`config.mk`:
```
export PLATFORM = sky130hd
export DESIGN_NAME = crc8_frame_receiver
export DESIGN_NICKNAME = d
export VERILOG_FILES = /design/src/rtl/crc8fr_pkg.sv /design/src/rtl/crc8fr_deframer.sv /design/src/rtl/crc8_frame_receiver.sv
export SDC_FILE = /design/constraint.sdc
export NUM_CORES = 1
export LEC_CHECK = 0
export BUFFER_PORTS_ARGS = -buffer_cell sky130_fd_sc_hd__buf_4
export CAP_MARGIN = 30
export CORE_AREA = 2 2 97 99
export CTS_CLUSTER_DIAMETER = 60
export DETAILED_ROUTE_END_ITERATION = 12
export DIE_AREA = 0 0 99 101
export PLACE_DENSITY_LB_ADDON = 0.3
export SYNTH_ARGS = -nofsm -noshare
export SYNTH_HDL_FRONTEND = slang
export SYNTH_SLANG_ARGS = --single-unit
export TNS_END_PERCENT = 50
```
`constraint.sdc`:
```
create_clock -name clk_i -period 3.46 [get_ports clk_i]
set_clock_uncertainty 0.2 [all_clocks]
set_input_delay 0.519 -clock clk_i [delete_from_list [all_inputs] [get_ports clk_i]]
set_output_delay 0.519 -clock clk_i [all_outputs]
set_load 0.1 [all_outputs]
```
`src/rtl/crc8fr_pkg.sv`:
```
`timescale 1ns / 1ps

package crc8fr_pkg;

  localparam int unsigned ByteW          = 8;
  localparam int unsigned ReportedFields = 5;

  localparam logic [ByteW-1:0] CrcPoly      = 8'h07;
  localparam logic [ByteW-1:0] CrcInit      = 8'h00;
  localparam logic [ByteW-1:0] StartByteRst = 8'hAA;
  localparam logic [ByteW-1:0] EndByteRst   = 8'h55;

  // Configuration register indexes
  localparam logic RegStartByte = 1'b0;
  localparam logic RegEndByte   = 1'b1;

  typedef enum logic [1:0] {
    StatusOk     = 2'd0,
    StatusBadEnd = 2'd1,
    StatusBadCrc = 2'd2
  } status_e;

  typedef struct packed {
    status_e                                  status;
    logic [ReportedFields-1:0][ByteW-1:0]     level;
  } result_t;

  // CRC-8, MSB first, one byte per call
  function automatic logic [ByteW-1:0] crc8_update(logic [ByteW-1:0] crc,
                                                   logic [ByteW-1:0] data);
    logic [ByteW-1:0] c;
    c = crc ^ data;
    for (int b = 0; b < ByteW; b++) begin
      if (c[ByteW-1]) begin
        c = {c[ByteW-2:0], 1'b0} ^ CrcPoly;
      end else begin
        c = {c[ByteW-2:0], 1'b0};
      end
    end
    return c;
  endfunction

endpackage

```
`src/rtl/crc8fr_deframer.sv`:
```
`timescale 1ns / 1ps

module crc8fr_deframer #(
  parameter int unsigned PAYLOAD_BYTES = 5
) (
  input  logic                                clk_i,
  input  logic                                rst_ni,
  input  logic                                byte_fire_i,
  input  logic [crc8fr_pkg::ByteW-1:0]        rx_byte_i,
  input  logic [crc8fr_pkg::ByteW-1:0]        start_byte_i,
  input  logic [crc8fr_pkg::ByteW-1:0]        end_byte_i,
  output logic                                at_end_o,
  output crc8fr_pkg::result_t                 result_o
);

  localparam int unsigned PosW = $clog2(PAYLOAD_BYTES + 3);
  localparam int unsigned IdxW = (PAYLOAD_BYTES > 1) ? $clog2(PAYLOAD_BYTES) : 1;
  localparam logic [PosW-1:0] PosHunt  = '0;
  localparam logic [PosW-1:0] PosCheck = PosW'(PAYLOAD_BYTES + 1);
  localparam logic [PosW-1:0] PosEnd   = PosW'(PAYLOAD_BYTES + 2);

  logic [PosW-1:0]                  pos_q, pos_d;
  logic [crc8fr_pkg::ByteW-1:0]     crc_q, crc_d;
  logic [crc8fr_pkg::ByteW-1:0]     check_q;
  logic [crc8fr_pkg::ByteW-1:0]     store_q [PAYLOAD_BYTES];
  logic [IdxW-1:0]                  wr_idx;
  logic                             in_payload;
  logic [crc8fr_pkg::ReportedFields-1:0][crc8fr_pkg::ByteW-1:0] rep;

  assign in_payload = (pos_q != PosHunt) && (pos_q < PosCheck);
  assign wr_idx     = IdxW'(pos_q - PosW'(1));
  assign at_end_o   = (pos_q == PosEnd);

  always_comb begin
    pos_d = pos_q;
    crc_d = crc_q;
    if (byte_fire_i) begin
      if (pos_q == PosHunt) begin
        if (rx_byte_i == start_byte_i) begin
          crc_d = crc8fr_pkg::CrcInit;
          pos_d = PosW'(1);
        end
      end else if (in_payload) begin
        crc_d = crc8fr_pkg::crc8_update(crc_q, rx_byte_i);
        pos_d = pos_q + PosW'(1);
      end else if (pos_q == PosCheck) begin
        pos_d = pos_q + PosW'(1);
      end else begin
        pos_d = PosHunt;
      end
    end
  end

  always_ff @(posedge clk_i or negedge rst_ni) begin
    if (!rst_ni) begin
      pos_q <= PosHunt;
      crc_q <= crc8fr_pkg::CrcInit;
    end else begin
      pos_q <= pos_d;
      crc_q <= crc_d;
    end
  end

  always_ff @(posedge clk_i) begin
    if (byte_fire_i && in_payload) begin
      store_q[wr_idx] <= rx_byte_i;
    end
    if (byte_fire_i && (pos_q == PosCheck)) begin
      check_q <= rx_byte_i;
    end
  end

  for (genvar k = 0; k < crc8fr_pkg::ReportedFields; k++) begin : g_rep
    if (k < PAYLOAD_BYTES) begin : g_have
      assign rep[k] = store_q[k];
    end else begin : g_none
      assign rep[k] = '0;
    end
  end

  always_comb begin
    result_o.level = '0;
    if (rx_byte_i != end_byte_i) begin
      result_o.status = crc8fr_pkg::StatusBadEnd;
    end else if (crc_q != check_q) begin
      result_o.status = crc8fr_pkg::StatusBadCrc;
    end else begin
      result_o.status = crc8fr_pkg::StatusOk;
      result_o.level  = rep;
    end
  end

endmodule

```
`src/rtl/crc8_frame_receiver.sv`:
```
`timescale 1ns / 1ps

// CRC-8 framed packet receiver.
// Input channel (in_valid_i/in_ready_o, rx_byte_i): one serial byte per
// transaction. Bytes are dropped until the start byte; then payload bytes,
// a check byte and an end byte follow. The end byte yields one transaction
// on the output channel (out_valid_o/out_ready_i) with status and payload.
// The result is registered and valid the cycle after the end byte is accepted.
// Throughput: one byte per cycle while in_ready_o is high; the CRC-8 update is combinational.
// Only the end byte needs room in the output register; all other bytes are
// taken even while a result waits, and the end byte is taken when the
// output register is empty or being drained in the same cycle.
// Configuration: cfg_we_i writes cfg_idx_i (0 start byte, 1 end byte) with
// cfg_wdata_i; write only while idle.
// Reset: start byte 0xAA, end byte 0x55, receiver hunting for a start byte,
// running CRC zero, output register empty.

module crc8_frame_receiver #(
  parameter int unsigned PAYLOAD_BYTES = 5
) (
  input  logic       clk_i,
  input  logic       rst_ni,
  input  logic       cfg_we_i,
  input  logic       cfg_idx_i,
  input  logic [7:0] cfg_wdata_i,
  input  logic       in_valid_i,
  output logic       in_ready_o,
  input  logic [7:0] rx_byte_i,
  output logic       out_valid_o,
  input  logic       out_ready_i,
  output logic [1:0] status_o,
  output logic [7:0] device_id_o,
  output logic [7:0] red_level_o,
  output logic [7:0] green_level_o,
  output logic [7:0] blue_level_o,
  output logic [7:0] brightness_level_o
);

  logic [7:0]           start_byte_q;
  logic [7:0]           end_byte_q;
  logic                 in_fire;
  logic                 at_end;
  crc8fr_pkg::result_t  result;
  crc8fr_pkg::result_t  res_q;
  logic                 out_valid_q, out_valid_d;

  assign in_ready_o = !at_end || !out_valid_q || out_ready_i;
  assign in_fire    = in_valid_i && in_ready_o;

  always_ff @(posedge clk_i or negedge rst_ni) begin
    if (!rst_ni) begin
      start_byte_q <= crc8fr_pkg::StartByteRst;
      end_byte_q   <= crc8fr_pkg::EndByteRst;
    end else if (cfg_we_i) begin
      case (cfg_idx_i)
        crc8fr_pkg::RegStartByte: start_byte_q <= cfg_wdata_i;
        crc8fr_pkg::RegEndByte:   end_byte_q   <= cfg_wdata_i;
        default: ;
      endcase
    end
  end

  crc8fr_deframer #(
    .PAYLOAD_BYTES(PAYLOAD_BYTES)
  ) u_deframer (
    .clk_i       (clk_i),
    .rst_ni      (rst_ni),
    .byte_fire_i (in_fire),
    .rx_byte_i   (rx_byte_i),
    .start_byte_i(start_byte_q),
    .end_byte_i  (end_byte_q),
    .at_end_o    (at_end),
    .result_o    (result)
  );

  always_comb begin
    out_valid_d = out_valid_q;
    if (in_fire && at_end) begin
      out_valid_d = 1'b1;
    end else if (out_ready_i) begin
      out_valid_d = 1'b0;
    end
  end

  always_ff @(posedge clk_i or negedge rst_ni) begin
    if (!rst_ni) begin
      out_valid_q <= 1'b0;
    end else begin
      out_valid_q <= out_valid_d;
    end
  end

  always_ff @(posedge clk_i) begin
    if (in_fire && at_end) begin
      res_q <= result;
    end
  end

  assign out_valid_o        = out_valid_q;
  assign status_o           = res_q.status;
  assign device_id_o        = res_q.level[0];
  assign red_level_o        = res_q.level[1];
  assign green_level_o      = res_q.level[2];
  assign blue_level_o       = res_q.level[3];
  assign brightness_level_o = res_q.level[4];

  a_end_gives_result: assert property (@(posedge clk_i) disable iff (!rst_ni)
    in_fire && at_end |=> out_valid_o)
    else $error("end byte accepted without a result");

  a_no_result_mid_frame: assert property (@(posedge clk_i) disable iff (!rst_ni)
    !out_valid_o && !(in_fire && at_end) |=> !out_valid_o)
    else $error("result appeared without an end byte");

  a_bad_frame_zero: assert property (@(posedge clk_i) disable iff (!rst_ni)
    out_valid_o && (status_o != crc8fr_pkg::StatusOk) |->
      (device_id_o == 8'd0) && (red_level_o == 8'd0) && (green_level_o == 8'd0) &&
      (blue_level_o == 8'd0) && (brightness_level_o == 8'd0))
    else $error("bad frame carries payload");

endmodule
```
==> flow_metrics.py, run 1 <==
metrics = {
    "global_routing": {
        "grt_usage_pct": 19.4,
        "antenna_found_initial": 0,
        "use_met3_pct": 5.13,
        "grt_busiest_layer": "met2",
        "grt_max_degree": 29,
        "grt-ovfl-total": 0,
        "use_met1_pct": 23.4,
        "grt_pass1_wl_um": 14300,
        "grt_pass1_vias": 2747,
        "use_met2_pct": 33.2,
    },
    "sta": {
        "maxSlewViolCount": 0,
        "hold_violations": 0,
        "timing.final.crit_share_pct": 82.7,
        "maxSlewHeadroom_pct": 48.1,
        "finalSetupViolCount": 0,
        "rsz0062_at_grt": "no",
        "fmax_mhz": 350,
        "period_needed_ps": 2860,
        "worst_slew_pin_slew_ps": 776,
    },
    "cells_and_area": {
        "multiInputGateArea_sq_mm": 0.00130,
        "antenna_cells": 0,
        "final_core_util_pct": 66.8,
        "layout-drive-gt1-share_pct": 32.7,
        "regArea_sq_mm": 0.00341,
        "nets": 412,
        "fillCellCount": 620,
        "fin_cells": 509,
        "syn_to_final_growth_pct": 25.3,
    },
    "floorplan": {
        "chipHeight_um": 101,
        "rows": 35,
        "initial_utilization_pct": 53.3,
        "die_area_sq_mm": 0.0100,
        "fp.dieW_um": 99,
        "pin_count": 66,
        "core_area_sq_mm": 0.00898,
    },
    "worst_setup_path": {
        "cp_data_arrival_time_ps": 2790,
        "worstPathMaxFanout": 10,
        "worstSetupPathType": "reg -> reg",
        "setup.worst_path.end_class": "flip-flop",
        "cp-start-kind": "flip-flop",
        "required_ps": 3390,
    },
    "clocking": {
        "cts_tree": "yes",
        "cts-root-buf": "clkbuf_8",
        "clk_pin_slew_worst_paths_ps": 60,
        "cts_resized": 0,
        "htreeDepth": 4,
        "clk-insertion-delay-late_ps": 500,
        "clockBufferDepth": 2,
        "cts_sinks": 118,
        "cts_inserted_buffers": 17,
    },
    "synth": {
        "yosys.area.top_type": "edfxtp_1",
        "syn_avg_cell_area_sq_um": 15.9,
        "synthArstFlopShare_pct": 23.7,
        "yosysUniqueCellTypes": 33,
        "synth_seq_area_share_pct": 71.3,
        "synthTopCellsByArea": "edfxtp_1 (56%), dfrtp_1 (10%), and2_1 (5.4%), xnor2_1 (4.8%), dfstp_2 (4.4%)",
        "dominantRegCellSynth": "edfxtp_1",
        "synth_edf_count": 90,
        "syn_nets": 328,
        "netlist_instances": 301,
        "synth_top_area_share_pct": 56.5,
        "yosys_warnings": 0,
        "synth-seq-cells": 118,
        "synthesis.area_sq_mm": 0.00478,
    },
    "route": {
        "vias": 2647,
        "dr.pass1.iters": 4,
        "post_drt_wl_per_cell_um": 17.3,
        "via_per_inst": 5.20,
        "drt_iter0_markers": 175,
        "ant_nets": 0,
        "drcViolationCount": 0,
        "routed_wl_um": 8810,
    },
    "power": {
        "p_leak_nw": 2.43,
        "seq_power_share_pct": 41.6,
        "power_per_cell_area_mw_per_mm2": 744,
        "sw_frac_of_total_pct": 27.9,
        "p_clk_share_pct": 37.9,
        "p_int_mw": 3.22,
        "max-vdd-ir-drop_mv": 0.386,
        "switchingPower_mw": 1.24,
        "combPwrFrac_pct": 20.6,
        "fin_total_pwr_mw": 4.46,
    },
    "min_path": {
        "hp-class": "in -> reg",
    },
    "placement": {
        "gp_routability_congestion": 0.855,
        "io_buffers": 65,
        "dp_cells": 476,
        "dp_hpwl_um": 5580,
    },
    "flow_run": {
        "drv_cap": 0,
    },
    "status": {
        "status": "complete, no violations",
    },
}
==> worst paths after layout <==
path                                                     from                                  end  slack [ps]  cells after the start
max reg2reg                   u_deframer.pos_q[0]$_DFFE_PN0P_   u_deframer.store_q[4][4]$_DFFE_PP_         600                      6
min                                            cfg_wdata_i[1]            end_byte_q[1]$_DFFE_PN0P_          60                      2
min in group asynchronous                              rst_ni          start_byte_q[0]$_DFFE_PN0P_         280                      2
min reg2reg                u_deframer.store_q[4][1]$_DFFE_PP_  brightness_level_o[1]$_SDFFCE_PP0P_         310                      1
max in group asynchronous                              rst_ni          start_byte_q[7]$_DFFE_PN1P_        2470                      2
max                           u_deframer.pos_q[0]$_DFFE_PN0P_   u_deframer.store_q[4][4]$_DFFE_PP_         600                      6
==> power by group through the flow <==
stage               registers (mW)  logic, mW  clock network (mW)
finish                        1.85      0.916                1.69
floorplan                     1.87      0.689                   0
CTS                           1.85      0.921                1.72
detailed placement            1.88      0.904                   0
global route                  1.87       1.02                1.78
global placement              1.87      0.879                   0
==> per-stage QoR <==
step	hold WS [ps]	area, sq um	setup TNS [ps]	setup slack, ps
after global placement	260	5410	0	706
final	56.9	5990	0	600
after global routing	39.5	5990	0	366
after CTS	32.4	5990	0	592
after floorplan	23.4	4790	-574	-71.7
after detailed placement	265	5410	0	606
==> area by class of cell <==
cell class	count	share of cell area [%]
sequential	118	56.9
multi-input combinational	170	21.6
timing repair buffer	72	9.06
clock buffer	19	7.03
clock inverter	13	2.63
tap	111	2.32
inverter	6	0.376
==> kinds of logic (layout without fill, tap and decap cells) <==
| family | Yosys count | in the layout | synth area share, % |
|---|---|---|---|
| multiplexers | 16 | 16 | 3.77 |
| AO/OA/AOI/OAI | 19 | 19 | 3.01 |
| flip-flops | 118 | 118 | 71.3 |
| AND/OR/NAND/NOR | 83 | 83 | 10.3 |
| XOR/XNOR | 47 | 47 | 8.60 |
| adder cells (fa/ha/maj) | 5 | 5 | 1.31 |
| buffers and inverters | 13 | 110 | 1.67 |
==> synth_stat cells, types with 5 or more instances <==
master,n
dfstp_2,8
and2_1,41
inv_1,6
nor3_1,9
nor2_1,7
o21ai_0,5
a211o_1,5
dfrtp_1,20
xnor2_1,26
nand2_1,8
edfxtp_1,90
xor2_1,21
ha_1,5
and3_1,5
mux2_2,16
==> cells in the final DEF, fill, tap and decap left out, types with 16 or more instances in the layout <==
| cell | n |
|---|---|
| edfxtp_1 | 90 |
| buf_4 | 71 |
| and2_1 | 41 |
| xnor2_1 | 26 |
| xor2_1 | 21 |
| dfrtp_1 | 20 |
| mux2_2 | 16 |
| clkbuf_16 | 16 |
==> what timing repair did <==
item                                   in CTS  in global routing
endpoints found under the hold margin      20                  0
hold buffers                                1                  0
setup buffers                               0                  0
==> routing by layer <==
layer | wire (um) | share of wire, %
met1 | 3580 | 41
met2 | 4620 | 52
met3 | 528 | 6.0
met4 | 91 | 1.0
met5 | 0 | 0
==> state kept, by name, indices dropped and copies added (netlist names) <==
signal and cells:
blue_level_o 8, brightness_level_o 8, device_id_o 8, end_byte_q 8, green_level_o 8, out_valid_o 1
red_level_o 8, start_byte_q 8, status_o 2, u_deframer.check_q 8, u_deframer.crc_q 8, u_deframer.pos_q 3
u_deframer.store_q 40
==> worst max-delay path, stage by stage (launching register included) <==
cell and delay [ps]:
dfrtp_1 440, ha_1 250, ha_1 190, nand3b_1 110, and2_1 320, nand3_1 380, nor3_2 610
(Power assumes the default switching activity.)
==> run 2: changes to the inputs <==
==> constraint.sdc (replaced) <==
create_clock -name clk_i -period 2.73 [get_ports clk_i]
set_clock_uncertainty 0.2 [all_clocks]
set_input_delay 0.4095 -clock clk_i [delete_from_list [all_inputs] [get_ports clk_i]]
set_output_delay 0.4095 -clock clk_i [all_outputs]
set_load 0.1 [all_outputs]
==> run 2 against run 1 <==
Compared with the run above: combinational power up 38%; cell area is 3.6% higher; utilization grew 2.4 points; clock power is 27% higher; sequential share of layout area shrank 1.9 points; largest power group unchanged; highest routed layer unchanged.
==> flow_metrics.py, run 2 (synthesized netlist as in run 1, its figures left out) <==
metrics = {
    "status": {
        "status": "complete, no violations",
    },
    "route": {
        "drcViolationCount": 0,
        "vias": 2684,
        "post_drt_wl_per_cell_um": 17.0,
        "routed_wl_um": 8800,
        "ant_nets": 0,
        "drt_iter0_markers": 105,
        "via_per_inst": 5.17,
        "dr.pass1.iters": 4,
    },
    "floorplan": {
        "chipHeight_um": 101,
        "initial_utilization_pct": 53.3,
        "core_area_sq_mm": 0.00898,
        "die_area_sq_mm": 0.0100,
        "rows": 35,
        "pin_count": 66,
        "fp.dieW_um": 99,
    },
    "worst_setup_path": {
        "cp-startpoint": "u_deframer.pos_q[0]$_DFFE_PN0P_",
        "setup.worst_path.end_class": "flip-flop",
        "crit_path_max_incr_delay_ps": 470,
        "crit_slowest_cell": "dfrtp_2",
        "worstPathMaxFanout": 10,
        "crit_end": "u_deframer.store_q[4][1]$_DFFE_PP_",
        "r2r-end": "u_deframer.store_q[4][1]$_DFFE_PP_",
        "reg2reg_slack_ps": 360,
        "required_ps": 2690,
        "worstSetupPathType": "reg -> reg",
        "path_common_cell": "ha_4",
        "cp_data_arrival_time_ps": 2340,
        "crit_chain": "ha_4 > ha_4 > nand3b_1 > and2_1 > nand3_4 > nor3_4",
        "cp-start-kind": "flip-flop",
        "critPathBufInv": 0,
        "r2r_start": "u_deframer.pos_q[0]$_DFFE_PN0P_",
        "r2r_cells": 6,
        "cp_num_cells": 6,
        "critical_path.top_delay_family": "simple AND/OR/NAND/NOR gates",
    },
    "placement": {
        "place_area_sq_mm": 0.00548,
        "io_buffers": 65,
        "dp_hpwl_um": 5560,
        "dp_cells": 472,
        "gp_routability_congestion": 0.850,
    },
    "power": {
        "combPwrFrac_pct": 21.9,
        "max-vdd-ir-drop_mv": 0.612,
        "p_clk_share_pct": 37.2,
        "switchingPower_mw": 1.73,
        "p_int_mw": 4.06,
        "power_per_cell_area_mw_per_mm2": 931,
        "sw_frac_of_total_pct": 29.9,
        "seq_power_share_pct": 41.0,
        "p_leak_nw": 2.49,
    },
    "clocking": {
        "cts_inserted_buffers": 17,
        "clockBufferDepth": 2,
        "clk-insertion-delay-late_ps": 510,
        "cts_tree": "yes",
        "clk_pin_slew_worst_paths_ps": 60,
        "cts-root-buf": "clkbuf_8",
        "htreeDepth": 4,
        "cts_sinks": 118,
        "cts_resized": 0,
    },
    "global_routing": {
        "antenna_found_initial": 0,
        "grt_pass1_vias": 2735,
        "grt_pass1_wl_um": 14100,
        "grt-ovfl-total": 0,
        "grt_max_degree": 44,
        "grt_usage_pct": 19.2,
    },
    "sta": {
        "maxSlewHeadroom_pct": 49.6,
        "worst_slew_pin_slew_ps": 755,
        "timing.final.crit_share_pct": 86.9,
        "period_needed_ps": 2370,
        "finalSetupViolCount": 0,
        "fmax_mhz": 422,
        "whs_ps": 21.0,
        "maxSlewViolCount": 0,
        "hold_violations": 0,
        "rsz0062_at_grt": "no",
    },
    "cells_and_area": {
        "fin_cells": 519,
        "fillCellCount": 590,
        "layout-drive-gt1-share_pct": 33.8,
        "syn_to_final_growth_pct": 29.8,
        "antenna_cells": 0,
        "top_register": "u_deframer.store_q",
        "largest_reg_flops": 40,
        "finalInstanceArea_sq_mm": 0.00621,
        "final_cell_mix": "edfxtp_1 (90), buf_4 (67), and2_1 (41), xnor2_1 (26), xor2_1 (21)",
        "final_common_cell": "edfxtp_1",
        "nets": 422,
    },
    "flow_run": {
        "drv_cap": 0,
    },
    "min_path": {
        "hp-class": "in -> reg",
    },
}
-- run 2: how the worst min path moves through the flow --
stage / start / to / slack (ps) / depth (start not counted)
floorplan: rst_ni / end_byte_q[1]$_DFFE_PN0P_ / -90 / 0
global route: rx_byte_i[1] / u_deframer.store_q[3][1]$_DFFE_PP_ / 4 / 1
finish: rx_byte_i[1] / u_deframer.store_q[3][1]$_DFFE_PP_ / 20 / 1
CTS: rx_byte_i[1] / u_deframer.store_q[3][1]$_DFFE_PP_ / 10 / 1
global placement: rst_ni / start_byte_q[0]$_DFFE_PN0P_ / 150 / 1
detailed placement: rst_ni / start_byte_q[0]$_DFFE_PN0P_ / 160 / 1
-- run 2: stage by stage --
| step | TNS (ps) | utilization, % | worst slack, ps | power, mW |
|---|---|---|---|---|
| 2_1_floorplan | -10030 | - | -227 | 3.36 |
| 3_3_place_gp | 0 | 61.0 | 428 | 3.61 |
| 3_5_place_dp | 0 | 61.0 | 347 | 3.64 |
| 4_1_cts | 0 | 69.0 | 327 | 5.83 |
| 5_1_grt | 0 | 69.2 | 206 | 6.07 |
| 6_report | 0 | 69.2 | 358 | 5.78 |
-- run 2: repair_timing --
item / in CTS / in global routing
setup buffers: 0 / 0
hold endpoints to repair: 63 / 3
hold buffers: 14 / 1
-- run 2: power groups by stage --
| stage | Combinational (mW) | Sequential, mW | Clock (mW) |
|---|---|---|---|
| after floorplan | 0.978 | 2.38 | 0 |
| after global placement | 1.21 | 2.40 | 0 |
| after detailed placement | 1.24 | 2.40 | 0 |
| after CTS | 1.27 | 2.37 | 2.18 |
| after global routing | 1.40 | 2.39 | 2.27 |
| final | 1.26 | 2.37 | 2.15 |
-- run 2: area by class of cell --
type                       count  area, sq um  share of cell area, %
inverter                       6         22.5                  0.363
timing repair buffer          82          653                   10.5
sequential                   118         3420                   55.1
tap                          111          139                   2.24
multi-input combinational    170         1390                   22.4
clock inverter                15          169                   2.72
clock buffer                  17          414                   6.67
-- run 2: routing by layer --
metal / vias to the layer above / wire (um) / global-route usage, %
met5: - / 0 / 0
met4: 0 / 96 / 7.27
li1: 1276 / - / -
met2: 87 / 4530 / 31.9
met1: 1310 / 3770 / 23.3
met3: 11 / 414 / 6.66
==> run 3: changes to the inputs <==
--- a/config.mk
+++ b/config.mk
@@ -5,12 +5,13 @@
 export SDC_FILE = /design/constraint.sdc
 export NUM_CORES = 1
 export LEC_CHECK = 0
-export BUFFER_PORTS_ARGS = -buffer_cell sky130_fd_sc_hd__buf_4
+export ABC_AREA = 1
 export CAP_MARGIN = 30
-export CORE_AREA = 2 2 97 99
+export CORE_AREA = 2 2 99 101
 export CTS_CLUSTER_DIAMETER = 60
 export DETAILED_ROUTE_END_ITERATION = 12
-export DIE_AREA = 0 0 99 101
+export DIE_AREA = 0 0 101 103
+export DONT_BUFFER_PORTS = 1
 export PLACE_DENSITY_LB_ADDON = 0.3
 export SYNTH_ARGS = -nofsm -noshare
 export SYNTH_HDL_FRONTEND = slang
==> run 3 against run 2 <==
Compared with the run above: area after synthesis up 5.5%; sequential power up 4%; worst hold slack better by 2.0 ps; flip-flop and latch count unchanged; global-route usage up 0.22 points; routed wire length up 3.8%; synthesized cell count up 48%; critical path type is now reg -> out; largest power group unchanged.
==> flow_metrics.py, run 3 <==
metrics = {
    "status": {
        "status": "complete, no violations",
    },
    "synth": {
        "yosysUniqueCellTypes": 25,
        "yosys_warnings": 0,
        "synth_seq_area_share_pct": 67.6,
        "synth.most_common_cell": "nand2_1",
        "synth_top_area_share_pct": 53.5,
        "synth_edf_count": 90,
        "synthTopCellsByArea": "edfxtp_1 (54%), dfrtp_1 (9.9%), nand2_1 (8.3%), inv_1 (5.7%), nor2_2 (4.8%)",
        "netlist_instances": 444,
        "synthesis.area_sq_mm": 0.00505,
        "syn_nets": 471,
        "syn_avg_cell_area_sq_um": 11.4,
        "synth-seq-cells": 118,
        "synth_commonest_cells": "nand2_1 (112), edfxtp_1 (90), inv_1 (77)",
        "yosys.area.top_type": "edfxtp_1",
        "synthArstFlopShare_pct": 23.7,
        "dominantRegCellSynth": "edfxtp_1",
    },
    "clocking": {
        "post-cts-setup-buffer-count": 0,
        "clk-insertion-delay-late_ps": 510,
        "htreeDepth": 4,
        "cts_tree": "yes",
        "clk_pin_slew_worst_paths_ps": 50,
        "clockBufferDepth": 2,
        "cts-root-buf": "clkbuf_8",
        "cts_inserted_buffers": 17,
        "cts_sinks": 118,
    },
    "route": {
        "via_per_inst": 4.89,
        "routed_wl_um": 9140,
        "dr.pass1.iters": 4,
        "ant_nets": 0,
        "drt_iter0_markers": 106,
        "drcViolationCount": 0,
        "post_drt_wl_per_cell_um": 14.9,
        "vias": 3006,
    },
    "power": {
        "p_leak_nw": 2.60,
        "switchingPower_mw": 1.79,
        "p_int_mw": 3.95,
        "seq_power_share_pct": 42.8,
        "combPwrFrac_pct": 20.6,
        "p_clk_share_pct": 36.6,
        "sw_frac_of_total_pct": 31.1,
        "max-vdd-ir-drop_mv": 0.575,
        "power_per_cell_area_mw_per_mm2": 950,
    },
    "global_routing": {
        "antenna_found_initial": 0,
        "grt-ovfl-total": 0,
        "grt_usage_pct": 19.4,
        "use_met1_pct": 23.0,
        "grt_pass1_wl_um": 14700,
        "use_met3_pct": 5.69,
        "grt_max_degree": 41,
        "use_met2_pct": 31.8,
        "grt_busiest_layer": "met2",
        "grt_pass1_vias": 2954,
    },
    "worst_setup_path": {
        "setup.worst_path.end_class": "output pin",
        "worstSetupPathType": "reg -> out",
        "cp-start-kind": "flip-flop",
        "cp_data_arrival_time_ps": 1740,
        "r2r_cells": 8,
        "crit_path_max_incr_delay_ps": 420,
        "required_ps": 2120,
        "crit_chain": "ha_1 > ha_1 > nand3_4 > buf_4",
        "crit_slowest_cell": "dfrtp_1",
        "worstPathMaxFanout": 5,
        "path_common_cell": "ha_1",
    },
    "cells_and_area": {
        "antenna_cells": 0,
        "top_register": "u_deframer.store_q",
        "syn_to_final_growth_pct": 19.7,
        "final_cell_mix": "nand2_1 (112), edfxtp_1 (90), inv_1 (76), nor2_2 (39), xnor2_1 (21)",
        "final_common_cell": "nand2_1",
        "finalInstanceArea_sq_mm": 0.00604,
        "layout-drive-gt1-share_pct": 21.0,
        "nets": 515,
        "largest_reg_flops": 40,
    },
    "floorplan": {
        "pin_count": 66,
        "initial_utilization_pct": 53.4,
        "core_area_sq_mm": 0.00946,
        "die_area_sq_mm": 0.0104,
        "rows": 36,
        "fp.dieW_um": 101,
        "chipHeight_um": 103,
    },
    "sta": {
        "maxSlewHeadroom_pct": 38.7,
        "worst_slew_pin_slew_ps": 921,
        "rsz0062_at_grt": "no",
        "fmax_mhz": 425,
        "whs_ps": 23.1,
        "hold_violations": 0,
        "finalSetupViolCount": 0,
        "maxSlewViolCount": 0,
        "timing.final.crit_share_pct": 86.2,
        "period_needed_ps": 2350,
    },
    "placement": {
        "io_buffers": 0,
        "dp_hpwl_um": 5660,
        "place_area_sq_mm": 0.00527,
        "gp_routability_congestion": 0.881,
    },
    "min_path": {
        "hold_depth": 4,
        "hp-class": "in -> reg",
    },
    "flow_run": {
        "drv_cap": 0,
    },
}
## run 3: changes by cell type after synthesis, moves of 4 or more
cell and delta:
a211o_1 -5, and2_1 -41, and3_1 -5, inv_1 +71
mux2_2 -16, nand2_1 +104, nand3_1 +14, nor2_2 +39
nor3_1 -5, o21ai_0 +11, o2bb2ai_1 -4, xnor2_1 -5
xor2_1 -15
## run 3: power groups by stage
stage | clock [mW] | combinational (mW) | sequential (mW)
global route | 2.20 | 1.34 | 2.48
global placement | 0 | 1.07 | 2.48
detailed placement | 0 | 1.12 | 2.49
finish | 2.10 | 1.18 | 2.46
floorplan | 0 | 0.869 | 2.47
CTS | 2.14 | 1.18 | 2.45
## run 3: metal layers
layer / share of wire [%] / wire length [um]
met3: 4.7 / 428
met5: 0 / 0
met1: 42 / 3840
met4: 3.1 / 282
met2: 50 / 4590
## run 3: timing repair
item,CTS,global route
endpoints found under the hold margin,94,0
gates resized for setup,0,0
hold buffers,19,0
## run 3: cell families after synthesis
group	count (synthesis)	share of synthesized area [%]
fa+ha+maj	5	1.24
simple gates	190	17.5
xor+xnor	27	4.69
buf+inv	85	7.06
compound gates	19	1.91
flops	118	67.6
## run 3: path summary, 6_finish.rpt
check                                                     start                         endpoint  slack, ps
min in group asynchronous                                rst_ni  u_deframer.crc_q[2]$_DFFE_PN0P_        130
worst min register to register      start_byte_q[5]$_DFFE_PN1P_      start_byte_q[5]$_DFFE_PN1P_        300
worst max register to register  u_deframer.pos_q[1]$_DFFE_PN0P_     red_level_o[0]$_SDFFCE_PP0P_        390
worst max-delay path            u_deframer.pos_q[1]$_DFFE_PN0P_                       in_ready_o        380
worst min-delay path                               rx_byte_i[3]  u_deframer.crc_q[5]$_DFFE_PN0P_         20
max in group asynchronous                                rst_ni      start_byte_q[1]$_DFFE_PN1P_       1960
## run 3: final cells by class
type / count / area (sq um)
Timing Repair Buffer: 32 / 323
Fill cell: 712 / 3420
Clock buffer: 18 / 418
Sequential cell: 118 / 3410
Inverter: 78 / 297
Multi-Input combinational cell: 241 / 1300
Tap cell: 114 / 143
Clock inverter: 14 / 151
## run 3: through the flow
step | util [%] | total power, mW | TNS (ps) | worst slack [ps] | std cells
after floorplan | - | 3.34 | -1580 | -49.4 | 444
after global placement | 55.7 | 3.55 | 0 | 480 | 564
after detailed placement | 55.7 | 3.60 | 0 | 407 | 564
after CTS | 63.9 | 5.77 | 0 | 358 | 615
after global routing | 63.9 | 6.02 | 0 | 254 | 615
final | 63.9 | 5.74 | 0 | 377 | 615
## run 3: critical path, delay by kind of cell (launching register included)
| family | cells | cell delay (ps) |
|---|---|---|
| adder cells (fa/ha/maj) | 2 | 430 |
| flip-flops | 1 | 420 |
| buffers and inverters | 1 | 290 |
| AND/OR/NAND/NOR | 1 | 90 |
